==> src/assert_macros.svh <==
// ----------------------------------------------------------------------------
// assert_macros.svh
// Shared assertion macros for the object file record parser
// ----------------------------------------------------------------------------
`ifndef ASSERT_MACROS_SVH
`define ASSERT_MACROS_SVH

// overlapping implication checked on every rising clock edge out of reset
`define ASSERT_SAME(label, ante, cons, msg) \
    label: assert property (@(posedge i_clk) disable iff (!i_rst_n) (ante) |-> (cons)) \
        else $error(msg);

// non-overlapping implication, checked on the rising clock edge
`define ASSERT_NEXT(label, ante, cons, msg) \
    label: assert property (@(posedge i_clk) disable iff (!i_rst_n) (ante) |=> (cons)) \
        else $error(msg);

`endif

==> src/ofrp_pkg.sv <==
// ----------------------------------------------------------------------------
// ofrp_pkg
// Types and constants shared by the object file record parser modules
// ----------------------------------------------------------------------------
`default_nettype none

package ofrp_pkg;

    // record header words
    localparam logic [15:0] HDR_CODE   = 16'hCADE;
    localparam logic [15:0] HDR_DATA   = 16'hDADA;
    localparam logic [15:0] HDR_SYMBOL = 16'hC3B7;

    // default depth of the queue between front and back
    localparam int QUEUE_DEPTH_DEF = 4;

    // parse phase of the front end
    typedef enum logic [2:0] {
        PH_HEADER  = 3'd0,
        PH_ADDRESS = 3'd1,
        PH_COUNT   = 3'd2,
        PH_WORDS   = 3'd3,
        PH_LABEL   = 3'd4
    } t_phase;

    // record kind codes, also used as the result kind
    typedef enum logic [1:0] {
        KIND_CODE   = 2'd0,
        KIND_DATA   = 2'd1,
        KIND_SYMBOL = 2'd2,
        KIND_EMPTY  = 2'd3
    } t_kind;

    // operation carried from front to back
    typedef enum logic {
        OP_SET_ADDR = 1'b0,
        OP_EMIT     = 1'b1
    } t_op;

    // one queued operation
    typedef struct packed {
        t_op         op;
        t_kind       kind;
        logic [15:0] value;
        logic        last;
    } t_token;

endpackage

`default_nettype wire

==> src/ofrp_if.sv <==
// ----------------------------------------------------------------------------
// ofrp_if
// Valid/ready channel interfaces for file bytes and parsed records
// ----------------------------------------------------------------------------
`default_nettype none

// byte stream channel
interface ofrp_in_if;
    logic       valid;
    logic       ready;
    logic [7:0] file_byte;

    modport source (output valid, output file_byte, input ready);
    modport sink   (input valid, input file_byte, output ready);
endinterface

// parsed record channel
interface ofrp_out_if;
    logic        valid;
    logic        ready;
    logic [1:0]  record_kind;
    logic [15:0] target_address;
    logic [15:0] payload_value;
    logic        last_of_label;

    modport source (output valid, output record_kind, output target_address,
                    output payload_value, output last_of_label, input ready);
    modport sink   (input valid, input record_kind, input target_address,
                    input payload_value, input last_of_label, output ready);
endinterface

`default_nettype wire

==> src/ofrp_front.sv <==
// ----------------------------------------------------------------------------
// ofrp_front
// Pairs bytes into big-endian words, tracks the record phase and turns each
// byte into at most one operation for the back end
// ----------------------------------------------------------------------------
`default_nettype none
`include "assert_macros.svh"

module ofrp_front import ofrp_pkg::*; (
    input  wire logic   i_clk,
    input  wire logic   i_rst_n,
    ofrp_in_if.sink     i_byte,
    output t_token      o_token,
    output logic        o_token_valid,
    input  wire logic   i_token_ready
);

    t_phase      r_phase,   n_phase;
    logic        r_pending, n_pending;
    logic [7:0]  r_upper,   n_upper;
    t_kind       r_section, n_section;
    logic [15:0] r_count,   n_count;

    logic        w_accept;
    logic [15:0] w_word;

    // a byte is taken whenever the queue has room
    assign i_byte.ready = i_token_ready;
    assign w_accept     = i_byte.valid && i_token_ready;
    assign w_word       = {r_upper, i_byte.file_byte};

    // next state
    always_comb begin
        n_phase   = r_phase;
        n_pending = r_pending;
        n_upper   = r_upper;
        n_section = r_section;
        n_count   = r_count;
        if (w_accept) begin
            if (r_phase == PH_LABEL) begin
                n_count = r_count - 16'd1;
                if (r_count == 16'd1) begin
                    n_phase = PH_HEADER;
                end
            end else if (!r_pending) begin
                n_upper   = i_byte.file_byte;
                n_pending = 1'b1;
            end else begin
                n_pending = 1'b0;
                case (r_phase)
                    PH_HEADER: begin
                        if (w_word inside {HDR_CODE, HDR_DATA, HDR_SYMBOL}) begin
                            n_phase = PH_ADDRESS;
                        end
                        if (w_word == HDR_CODE) begin
                            n_section = KIND_CODE;
                        end else if (w_word == HDR_DATA) begin
                            n_section = KIND_DATA;
                        end else if (w_word == HDR_SYMBOL) begin
                            n_section = KIND_SYMBOL;
                        end
                    end
                    PH_ADDRESS: begin
                        n_phase = PH_COUNT;
                    end
                    PH_COUNT: begin
                        n_count = w_word;
                        if (w_word == 16'd0) begin
                            n_phase = PH_HEADER;
                        end else if (r_section == KIND_SYMBOL) begin
                            n_phase = PH_LABEL;
                        end else begin
                            n_phase = PH_WORDS;
                        end
                    end
                    PH_WORDS: begin
                        n_count = r_count - 16'd1;
                        if (r_count == 16'd1) begin
                            n_phase = PH_HEADER;
                        end
                    end
                    default: begin
                        n_phase = PH_HEADER;
                    end
                endcase
            end
        end
    end

    // operation produced by the accepted byte
    always_comb begin
        o_token_valid = 1'b0;
        o_token.op    = OP_EMIT;
        o_token.kind  = r_section;
        o_token.value = w_word;
        o_token.last  = 1'b0;
        if (w_accept) begin
            if (r_phase == PH_LABEL) begin
                o_token_valid = 1'b1;
                o_token.kind  = KIND_SYMBOL;
                o_token.value = {8'd0, i_byte.file_byte};
                o_token.last  = (r_count == 16'd1);
            end else if (r_pending) begin
                case (r_phase)
                    PH_ADDRESS: begin
                        o_token_valid = 1'b1;
                        o_token.op    = OP_SET_ADDR;
                    end
                    PH_COUNT: begin
                        if ((r_section == KIND_SYMBOL) && (w_word == 16'd0)) begin
                            o_token_valid = 1'b1;
                            o_token.kind  = KIND_EMPTY;
                            o_token.value = 16'd0;
                            o_token.last  = 1'b1;
                        end
                    end
                    PH_WORDS: begin
                        o_token_valid = 1'b1;
                    end
                    default: begin
                        o_token_valid = 1'b0;
                    end
                endcase
            end
        end
    end

    // state registers
    always_ff @(posedge i_clk) begin
        if (!i_rst_n) begin
            r_phase   <= PH_HEADER;
            r_pending <= 1'b0;
            r_upper   <= 8'd0;
            r_section <= KIND_CODE;
            r_count   <= 16'd0;
        end else begin
            r_phase   <= n_phase;
            r_pending <= n_pending;
            r_upper   <= n_upper;
            r_section <= n_section;
            r_count   <= n_count;
        end
    end

    // phases that consume a count never hold a zero count
    `ASSERT_SAME(a_label_count, r_phase == PH_LABEL, r_count != 16'd0, "label phase with zero count")
    `ASSERT_SAME(a_words_count, r_phase == PH_WORDS, r_count != 16'd0, "word phase with zero count")

endmodule

`default_nettype wire

==> src/ofrp_queue.sv <==
// ----------------------------------------------------------------------------
// ofrp_queue
// Short first-in first-out queue of operations between front and back
// ----------------------------------------------------------------------------
`default_nettype none
`include "assert_macros.svh"

module ofrp_queue import ofrp_pkg::*; #(
    parameter int DEPTH = QUEUE_DEPTH_DEF
) (
    input  wire logic   i_clk,
    input  wire logic   i_rst_n,
    input  wire logic   i_push_valid,
    input  wire t_token i_push_token,
    output logic        o_push_ready,
    output logic        o_pop_valid,
    output t_token      o_pop_token,
    input  wire logic   i_pop_ready
);

    localparam int PTR_W = (DEPTH > 1) ? $clog2(DEPTH) : 1;
    localparam int CNT_W = $clog2(DEPTH + 1);

    t_token             r_mem [DEPTH];
    logic [PTR_W-1:0]   r_wr_ptr, n_wr_ptr;
    logic [PTR_W-1:0]   r_rd_ptr, n_rd_ptr;
    logic [CNT_W-1:0]   r_count,  n_count;
    logic               w_push, w_pop;

    // handshake
    assign o_push_ready = (r_count != CNT_W'(DEPTH));
    assign o_pop_valid  = (r_count != '0);
    assign o_pop_token  = r_mem[r_rd_ptr];
    assign w_push       = i_push_valid && o_push_ready;
    assign w_pop        = o_pop_valid && i_pop_ready;

    // pointer and fill count update
    always_comb begin
        n_wr_ptr = r_wr_ptr;
        n_rd_ptr = r_rd_ptr;
        n_count  = r_count;
        if (w_push) begin
            n_wr_ptr = (r_wr_ptr == PTR_W'(DEPTH - 1)) ? '0 : r_wr_ptr + PTR_W'(1);
        end
        if (w_pop) begin
            n_rd_ptr = (r_rd_ptr == PTR_W'(DEPTH - 1)) ? '0 : r_rd_ptr + PTR_W'(1);
        end
        if (w_push && !w_pop) begin
            n_count = r_count + CNT_W'(1);
        end else if (w_pop && !w_push) begin
            n_count = r_count - CNT_W'(1);
        end
    end

    // storage
    always_ff @(posedge i_clk) begin
        if (w_push) begin
            r_mem[r_wr_ptr] <= i_push_token;
        end
    end

    // control registers
    always_ff @(posedge i_clk) begin
        if (!i_rst_n) begin
            r_wr_ptr <= '0;
            r_rd_ptr <= '0;
            r_count  <= '0;
        end else begin
            r_wr_ptr <= n_wr_ptr;
            r_rd_ptr <= n_rd_ptr;
            r_count  <= n_count;
        end
    end

    // fill count tracks pushes and pops
    `ASSERT_NEXT(a_fill_up, w_push && !w_pop, r_count == $past(r_count) + CNT_W'(1), "fill count did not rise")
    `ASSERT_NEXT(a_fill_down, w_pop && !w_push, r_count == $past(r_count) - CNT_W'(1), "fill count did not fall")

endmodule

`default_nettype wire

==> src/ofrp_back.sv <==
// ----------------------------------------------------------------------------
// ofrp_back
// Executes queued operations: keeps the running address and drives the
// registered result channel
// ----------------------------------------------------------------------------
`default_nettype none
`include "assert_macros.svh"

module ofrp_back import ofrp_pkg::*; (
    input  wire logic   i_clk,
    input  wire logic   i_rst_n,
    input  wire logic   i_tok_valid,
    input  wire t_token i_tok,
    output logic        o_tok_ready,
    ofrp_out_if.source  o_rec
);

    logic [15:0] r_addr,  n_addr;
    logic        r_valid, n_valid;
    t_kind       r_kind;
    logic [15:0] r_taddr;
    logic [15:0] r_value;
    logic        r_last;
    logic        w_pop;
    logic        w_emit;

    // take an operation when the output register is free or being emptied
    assign o_tok_ready = !r_valid || o_rec.ready;
    assign w_pop       = i_tok_valid && o_tok_ready;
    assign w_emit      = w_pop && (i_tok.op == OP_EMIT);

    // running address and output valid
    always_comb begin
        n_addr  = r_addr;
        n_valid = r_valid;
        if (o_rec.ready) begin
            n_valid = 1'b0;
        end
        if (w_pop) begin
            if (i_tok.op == OP_SET_ADDR) begin
                n_addr = i_tok.value;
            end else begin
                n_valid = 1'b1;
                if ((i_tok.kind == KIND_CODE) || (i_tok.kind == KIND_DATA)) begin
                    n_addr = r_addr + 16'd1;
                end
            end
        end
    end

    // control registers
    always_ff @(posedge i_clk) begin
        if (!i_rst_n) begin
            r_addr  <= 16'd0;
            r_valid <= 1'b0;
        end else begin
            r_addr  <= n_addr;
            r_valid <= n_valid;
        end
    end

    // result payload register
    always_ff @(posedge i_clk) begin
        if (w_emit) begin
            r_kind  <= i_tok.kind;
            r_taddr <= r_addr;
            r_value <= i_tok.value;
            r_last  <= i_tok.last;
        end
    end

    assign o_rec.valid          = r_valid;
    assign o_rec.record_kind    = r_kind;
    assign o_rec.target_address = r_taddr;
    assign o_rec.payload_value  = r_value;
    assign o_rec.last_of_label  = r_last;

    // a memory word steps the address by one
    `ASSERT_NEXT(a_addr_step, w_emit && ((i_tok.kind == KIND_CODE) || (i_tok.kind == KIND_DATA)), r_addr == $past(r_addr) + 16'd1, "address did not step after word")

endmodule

`default_nettype wire

==> src/object_file_record_parser.sv <==
// ----------------------------------------------------------------------------
// object_file_record_parser
// Path: a result is registered in the queue and then in the output register after its last byte.
// Throughput: one file byte per cycle while the queue has room, at most one result per cycle.
// Reset: synchronous active-low; parser awaits a header, queue and output empty.
// ----------------------------------------------------------------------------
`default_nettype none

module object_file_record_parser import ofrp_pkg::*; #(
    parameter int QUEUE_DEPTH = QUEUE_DEPTH_DEF
) (
    input  wire logic   i_clk,
    input  wire logic   i_rst_n,
    ofrp_in_if.sink     i_byte,
    ofrp_out_if.source  o_rec
);

    t_token w_front_tok;
    logic   w_front_valid;
    logic   w_front_ready;
    t_token w_back_tok;
    logic   w_back_valid;
    logic   w_back_ready;

    // byte pairing and record phase tracking
    ofrp_front u_front (
        .i_clk         (i_clk),
        .i_rst_n       (i_rst_n),
        .i_byte        (i_byte),
        .o_token       (w_front_tok),
        .o_token_valid (w_front_valid),
        .i_token_ready (w_front_ready)
    );

    // operation queue
    ofrp_queue #(
        .DEPTH (QUEUE_DEPTH)
    ) u_queue (
        .i_clk        (i_clk),
        .i_rst_n      (i_rst_n),
        .i_push_valid (w_front_valid),
        .i_push_token (w_front_tok),
        .o_push_ready (w_front_ready),
        .o_pop_valid  (w_back_valid),
        .o_pop_token  (w_back_tok),
        .i_pop_ready  (w_back_ready)
    );

    // address tracking and result output
    ofrp_back u_back (
        .i_clk       (i_clk),
        .i_rst_n     (i_rst_n),
        .i_tok_valid (w_back_valid),
        .i_tok       (w_back_tok),
        .o_tok_ready (w_back_ready),
        .o_rec       (o_rec)
    );

endmodule

`default_nettype wire

==> src/flat_wrapper.sv <==
// flat-port wrapper written by rule: the top's interface ports become plain ports
module object_file_record_parser_flat import ofrp_pkg::*;
#(
    parameter int QUEUE_DEPTH = QUEUE_DEPTH_DEF
)
  (i_clk, i_rst_n, i_byte_valid, i_byte_file_byte, i_byte_ready, o_rec_valid, o_rec_record_kind, o_rec_target_address, o_rec_payload_value, o_rec_last_of_label, o_rec_ready);
  ofrp_in_if i_byte_i ();
  ofrp_out_if o_rec_i ();
  input  wire logic i_clk;
  input  wire logic i_rst_n;
  input wire logic [$bits(i_byte_i.valid)-1:0] i_byte_valid;
  input wire logic [$bits(i_byte_i.file_byte)-1:0] i_byte_file_byte;
  output wire logic [$bits(i_byte_i.ready)-1:0] i_byte_ready;
  output wire logic [$bits(o_rec_i.valid)-1:0] o_rec_valid;
  output wire logic [$bits(o_rec_i.record_kind)-1:0] o_rec_record_kind;
  output wire logic [$bits(o_rec_i.target_address)-1:0] o_rec_target_address;
  output wire logic [$bits(o_rec_i.payload_value)-1:0] o_rec_payload_value;
  output wire logic [$bits(o_rec_i.last_of_label)-1:0] o_rec_last_of_label;
  input wire logic [$bits(o_rec_i.ready)-1:0] o_rec_ready;
  assign i_byte_i.valid = i_byte_valid;
  assign i_byte_i.file_byte = i_byte_file_byte;
  assign i_byte_ready = i_byte_i.ready;
  assign o_rec_valid = o_rec_i.valid;
  assign o_rec_record_kind = o_rec_i.record_kind;
  assign o_rec_target_address = o_rec_i.target_address;
  assign o_rec_payload_value = o_rec_i.payload_value;
  assign o_rec_last_of_label = o_rec_i.last_of_label;
  assign o_rec_i.ready = o_rec_ready;
  object_file_record_parser #(.QUEUE_DEPTH(QUEUE_DEPTH)) u_core (.i_clk(i_clk), .i_rst_n(i_rst_n), .i_byte(i_byte_i), .o_rec(o_rec_i));
endmodule
==> config.mk <==
export PLATFORM = sky130hd
export DESIGN_NAME = object_file_record_parser_flat
export DESIGN_NICKNAME = d
export VERILOG_FILES = /design/src/ofrp_pkg.sv /design/src/ofrp_if.sv /design/src/ofrp_front.sv /design/src/ofrp_queue.sv /design/src/ofrp_back.sv /design/src/object_file_record_parser.sv /design/src/flat_wrapper.sv
export VERILOG_INCLUDE_DIRS = /design/src /design/src/src
export SDC_FILE = /design/constraint.sdc
export NUM_CORES = 1
export LEC_CHECK = 0
export BUFFER_PORTS_ARGS = -buffer_cell sky130_fd_sc_hd__buf_2
export CAP_MARGIN = 15
export CORE_MARGIN = 3
export CORE_UTILIZATION = 50
export DETAILED_ROUTE_END_ITERATION = 8
export GPL_TIMING_DRIVEN = 0
export PLACE_DENSITY_LB_ADDON = 0.1
export SETUP_SLACK_MARGIN = 0.05
export SYNTH_ARGS = -nofsm -noshare
export SYNTH_HDL_FRONTEND = slang
export SYNTH_HIERARCHICAL = 1
export SYNTH_SLANG_ARGS = --single-unit
==> constraint.sdc <==
create_clock -name i_clk -period 4.6 [get_ports i_clk]
set_input_delay 0.69 -clock i_clk [delete_from_list [all_inputs] [get_ports i_clk]]
set_output_delay 0.69 -clock i_clk [all_outputs]
set_load 0.1 [all_outputs]
* Word-level counts from Yosys, hierarchy flattened
Memory sizes are Yosys's and may differ from the RTL's. A register that Yosys moved wholly into a read port is not among the register bits.
Index checks and enable logic that the tools add are counted.
** Word-level totals
- Register bits after elaboration :: 89
- RAM bits :: 80
- Output and inout bits :: 37
- Logic and storage cells :: 104
- Memories :: 1
** Memories
- u_core.u_queue.r_mem :: words 4, bits a word 20, read ports 1, clocked after Yosys merged registers in 1, wr ports 1, line ofrp_queue.sv:24 : t_token r_mem [DEPTH];
** Operators by class
- $add $sub $neg :: 6
- Equal/unequal tests :: 15
- Mux-type cells :: 39
- Bitwise logic cells :: 2
- Reductions and logical operators :: 27
** Operators with widths (number)
- $mux W16 :: 4
- $mux W19 :: 3
- $eq A16 B16 Y1 const B :: 3
- $mux W20 :: 2
- $pmux W16 S2 :: 1
- $mux W3 :: 8
- $add A16 B1 Y16 const B :: 1
- $eq A16 B1 Y1 const B :: 1
- $logic_not A16 Y1 :: 1
- $sub A16 B1 Y16 const B :: 1
- $mux W2 :: 7
- $mux W1 :: 12
- $pmux W3 S4 :: 1
- $reduce_and A3 Y1 :: 3
- $reduce_bool A3 Y1 :: 3
- $logic_and A1 B1 Y1 :: 7
- $eq A2 B2 Y1 const B :: 3
- $eq A3 B2 Y1 const B :: 2
- $ne A3 B3 Y1 const B :: 2
- $reduce_and A5 Y1 :: 1
- $add A2 B1 Y2 const B :: 2
- $reduce_and A2 Y1 :: 2
- $reduce_bool A2 Y1 :: 2
- $add A3 B1 Y3 const B :: 1
- other kinds (12) :: 16

* Longest topological paths before layout
- Depth in word-level cells :: 12
- Depth in mapped cells :: 12
- Depth with buffers taken out :: 12

* Cells and area by module
The synthesis kept the hierarchy.
** Modules (own cells, without submodules)
- ofrp_queue :: instances 1, cells an instance 155, area each 3355.7 um2, sequential area each 2582.5 um2
- ofrp_back :: instances 1, cells an instance 184, area each 2228.4 um2, sequential area each 1391.3 um2
- ofrp_front :: instances 1, cells an instance 254, area each 1956.9 um2, sequential area each 600.6 um2

* Worst setup path after synthesis
No wires, ideal clock.
- Path kind :: input to register
- Start :: input i_byte_file_byte[0]
- End :: register u_core.u_queue.r_count[2]
- Setup time :: 76 ps
- Data arrival time :: 3368 ps
- Data required time :: 4524 ps
- Slack :: 1156 ps
- Stages :: 11
- Path buffers :: 0
- Cells stage by stage :: or4_1 > nor4_2 > a221oi_1 > nor2_1 > and2_4 > ha_1 > inv_1 > fa_1 > xor2_1 > or3_2 > a21boi_0
** On the way
- Cells in the longest elaborated chain, start to end :: 11
- Elaborated cells on any way between the ends :: 13
** Ends and longest elaborated chain
- from (decl) :: line flat_wrapper.sv:12 : input wire logic [$bits(i_byte_i.file_byte)-1:0] i_byte_file_byte;
- $logic_not A16 Y1 (*) :: line ofrp_front.sv:110 : if ((r_section == KIND_SYMBOL) && (w_word == 16'd0)) begin
- $logic_and A1 B1 Y1 (*) :: line ofrp_front.sv:110
- $mux W1 (*) :: line ofrp_front.sv:110
- $pmux W1 S2 (*) :: line ofrp_front.sv:104 : case (r_phase)
- $mux W1 (*) :: line ofrp_front.sv:103 : end else if (r_pending) begin
- $mux W1 (*) :: line ofrp_front.sv:98 : if (r_phase == PH_LABEL) begin
- $mux W1 (*) :: line ofrp_front.sv:97 : if (w_accept) begin
- named net u_core.w_front_valid :: line object_file_record_parser.sv:19 : logic w_front_valid;
- $logic_and A1 B1 Y1 (*) :: line ofrp_queue.sv:34 : assign w_push = i_push_valid && o_push_ready;
- named net u_core.u_queue.w_push :: line ofrp_queue.sv:28 : logic w_push, w_pop;
- $logic_not A1 Y1 :: line ofrp_queue.sv:50 : end else if (w_pop && !w_push) begin
- $logic_and A1 B1 Y1 :: line ofrp_queue.sv:50
- $reduce_bool A2 Y1 (no source line)
- to (signal assigned) :: line ofrp_queue.sv:71 : r_count <= n_count;
- to (decl) :: line ofrp_queue.sv:27 : logic [CNT_W-1:0] r_count, n_count;
Mark *: on every way through the listed nets, which the timed path passes. The rest lies on a longest branch.
A chain may end at the register's enable or synchronous reset.

* Worst setup path in the final report
Same ends and word-level chain as after synthesis.

==> flow_summary.yaml <==
logic_synthesis:
  synth_nets: 615
  synth_area_per_cell_sq_um: 12.7
  synth_mux_area_share_pct: 8.00
  async_flop_share_pct: 0
  synth_xor_area_share_pct: 0.348
  yosys_warnings: 6
  yosysUniqueCellTypes: 72
  synthAdderAreaFrac_pct: 1.76
  synth-simple-area-share_pct: 15.4
  synth_compound_area_share_pct: 10.6
  synth-edff-count: 115
  synth-seq-cells: 171
  synth_area_sq_um: 7540
  synth_seq_area_share_pct: 60.7
  synth_ff_type: "edfxtp_1"
  synthCells: 593
  synth_top_family_by_area: "simple AND/OR/NAND/NOR gates"
setup_path:
  crit_buf_inv: 2
  crit_required_ns: 4.95
  worstSetupPathType: "primary input to flip-flop"
  crit_arrival_ns: 3.83
  cpPeakStageDelay_ns: 0.55
  crit_family: "simple AND/OR/NAND/NOR gates"
  r2r_slack_ns: 1.19
  slowest_stage: "or4_1"
  worstPathCellList: "buf_2 -> or4_1 -> nor4_2 -> a221oi_1 -> nor2_1 -> and2_4 -> ha_1 -> inv_1 -> fa_1 -> xor2_1 -> or3_2 -> a21boi_0"
  cp_max_fo: 6
  cp-start-kind: "primary input"
  crit_path_end_kind: "flip-flop"
sta:
  min_period_over_period_pct: 75.7
  clock.fmax_mhz: 287
  tns_ns: 0
  period_needed_ns: 3.48
  setup_violations: 0
  worst_slack_ns: 1.12
  tightestPinTransition_ns: 0.926
  maxSlewHeadroom_pct: 38.3
  rsz0062_at_grt: "false"
  slew_violations: 0
  final_hold_viol_count: 0
  final.setup_skew_ns: 0.00672
power:
  p_total_mw: 5.70
  leakage_nw: 3.01
  cellPowerDensity_nw_per_um2: 663
  max-vdd-ir-drop_mv: 0.301
grt:
  grt_pass1_vias: 4970
  antenna_found_initial: 0
  grt_usage_pct: 21.0
  grt_max_degree: 21
  grt_pass1_wl_mm: 26.9
  overflow: 0
floorplanning:
  rows: 44
  ios: 49
  initial_utilization_pct: 51.5
  dieHeight_microns: 129
  die_w_microns: 129
  dieArea_sq_um: 16600
  core_area_sq_um: 14600
detailed_routing:
  routed_wl_mm: 16.8
  wl_per_cell_microns: 19.6
  drc: 0
  via_count: 5104
  detail-route-antenna-nets: 0
  drt_iter0_drc: 392
  vias_per_cell: 5.95
  dr.pass1.iters: 5
clock_network:
  root_buffer: "clkbuf_16"
  cts.clk_slew.worst_paths_ns: 0.06
  cts_hold_buffers: 0
  clock_sinks: 171
  cts_buffers: 17
  clockBufferDepth: 2
  cts_post_setup_buffers_inserted: 0
  clk_latency_ns: 0.42
  cts_tree: "done"
  postCtsResizedCells: 0
  h-tree-depth: 4
layout:
  nets: 683
  drive_gt1_share_pct: 21.8
  final_cell_area_sq_um: 8600
  stdcell_count: 858
  syn2layout_area_growth_pct: 14.1
  n_antenna_cell: 0
hold_path:
  min_path_type: "flip-flop to flip-flop"
job:
  drv_cap: 0
place:
  hpwlAfterDp_mm: 11.7
  dp_cells: 826
  placed_cell_area_sq_um: 8040
  place_ws_ns: 0.704
  globalplace.congestion: 0.908
  io_buffers: 48
status:
  outcome: "finished, final reports clean"
[worst register-to-register path, cell delays in order (launching register included)]
cell	delay, ns
dfxtp_1	0.30
clkbuf_1	0.29
nor2b_1	0.30
nor3b_1	0.45
a221oi_1	0.14
nor2_1	0.28
and2_4	0.22
ha_1	0.18
inv_1	0.06
fa_1	0.37
xor2_1	0.18
or3_2	0.40
a21boi_0	0.16
[placed cells by master (no fill, tap or decap), types with 5 or more instances in the layout]
master      instances
nor2b_1            14
clkbuf_16          17
ha_1                9
a21oi_1            29
inv_1              16
dfxtp_1            56
nand2_1            33
o21ai_0            32
nand3_1            20
buf_2              60
edfxtp_1          115
nor2_1             32
nor3_1             13
nand4_1             7
mux2i_1            13
nor4_1             11
a31oi_1            10
or3_1               7
a211oi_1            7
nand3b_1            6
and2_1             11
nand2b_1            7
nor3b_1             5
mux4_2             20
o21a_1              6
clkinvlp_4          5
o22ai_1             5
clkbuf_1           19
[area by class of cell]
class / instances / area, sq um
inverters: 16 / 60.1
well taps: 184 / 230
clock inverters: 14 / 123
flip-flops and latches: 171 / 4570
clock buffers: 18 / 439
plain buffers: 38 / 189
fillers: 1181 / 6040
multi-input cells: 368 / 2720
repair buffers: 49 / 268
[through the flow]
| step | hold WS, ns | utilization (%) |
|---|---|---|
| detailed placement | 0.476 | 54.9 |
| global route | 0.512 | 58.7 |
| CTS | 0.492 | 58.7 |
| global placement | 0.474 | 54.7 |
| floorplan | 0.452 | - |
| finish | 0.499 | 58.7 |
[state kept, by name (all words and copies together) (netlist names), 2 cells and up, named ones only]
| name | cells |
|---|---|
| u_core/u_back/o_rec.payload_value | 16 |
| u_core/u_back/o_rec.record_kind | 2 |
| u_core/u_back/o_rec.target_address | 16 |
| u_core/u_back/r_addr | 16 |
| u_core/u_front/r_count | 16 |
| u_core/u_front/r_phase | 3 |
| u_core/u_front/r_section | 2 |
| u_core/u_front/r_upper | 8 |
| u_core/u_queue/r_count | 3 |
| u_core/u_queue/r_mem | 80 |
| u_core/u_queue/r_rd_ptr | 2 |
| u_core/u_queue/r_wr_ptr | 2 |
[power by group]
part,total (mW),switching (mW),leakage (nW),internal [mW]
Clock,1.35,0.591,0.264,0.759
Combinational,2.22,1.64,1.22,0.583
Sequential,2.13,0.176,1.52,1.96
Total,5.70,2.41,3.01,3.30
[kinds of logic after synthesis]
logic type,after synthesis
AND/OR/NAND/NOR,199
AO/OA/AOI/OAI,121
flip-flops,171
XOR/XNOR,3
adder cells (fa/ha/maj),10
buffers and inverters,54
multiplexers,35
[synth_stat cells, types with 9 or more instances]
master    instances  area (sq um)
clkbuf_1         19          71.3
inv_1            16          60.1
dfxtp_1          56          1120
nor2b_1          14          87.6
o21ai_0          32           160
a31oi_1          10          62.6
ha_1              9           113
and2_1           11          68.8
mux2i_1          13           130
nor4_1           11          68.8
nor3_1           13          65.1
mux4_2           20           450
a21oi_1          29           145
nor2_1           32           120
nand2_1          33           124
buf_2            12          60.1
nand3_1          20           100
edfxtp_1        115          3450
[per-layer routing]
layer / wire length [microns] / vias up / GRT usage (%)
li1: - / 2413 / -
met1: 7370 / 2513 / 27.9
met2: 8420 / 158 / 34.8
met3: 736 / 20 / 3.90
met4: 275 / 0 / 7.60
met5: 0 / - / 0
[final timing paths]
check	endpoint	depth (start not counted)	start
setup / recovery	u_core/u_queue/r_count[2]	12	i_byte_file_byte[0]
hold / removal	u_core/u_front/r_count[1]	2	u_core/u_front/r_count[1]
setup reg to reg	u_core/u_queue/r_count[2]	12	u_core/u_front/r_phase[1]
hold reg to reg	u_core/u_front/r_count[1]	2	u_core/u_front/r_count[1]
Note: power is estimated with default switching activity, not from simulation.
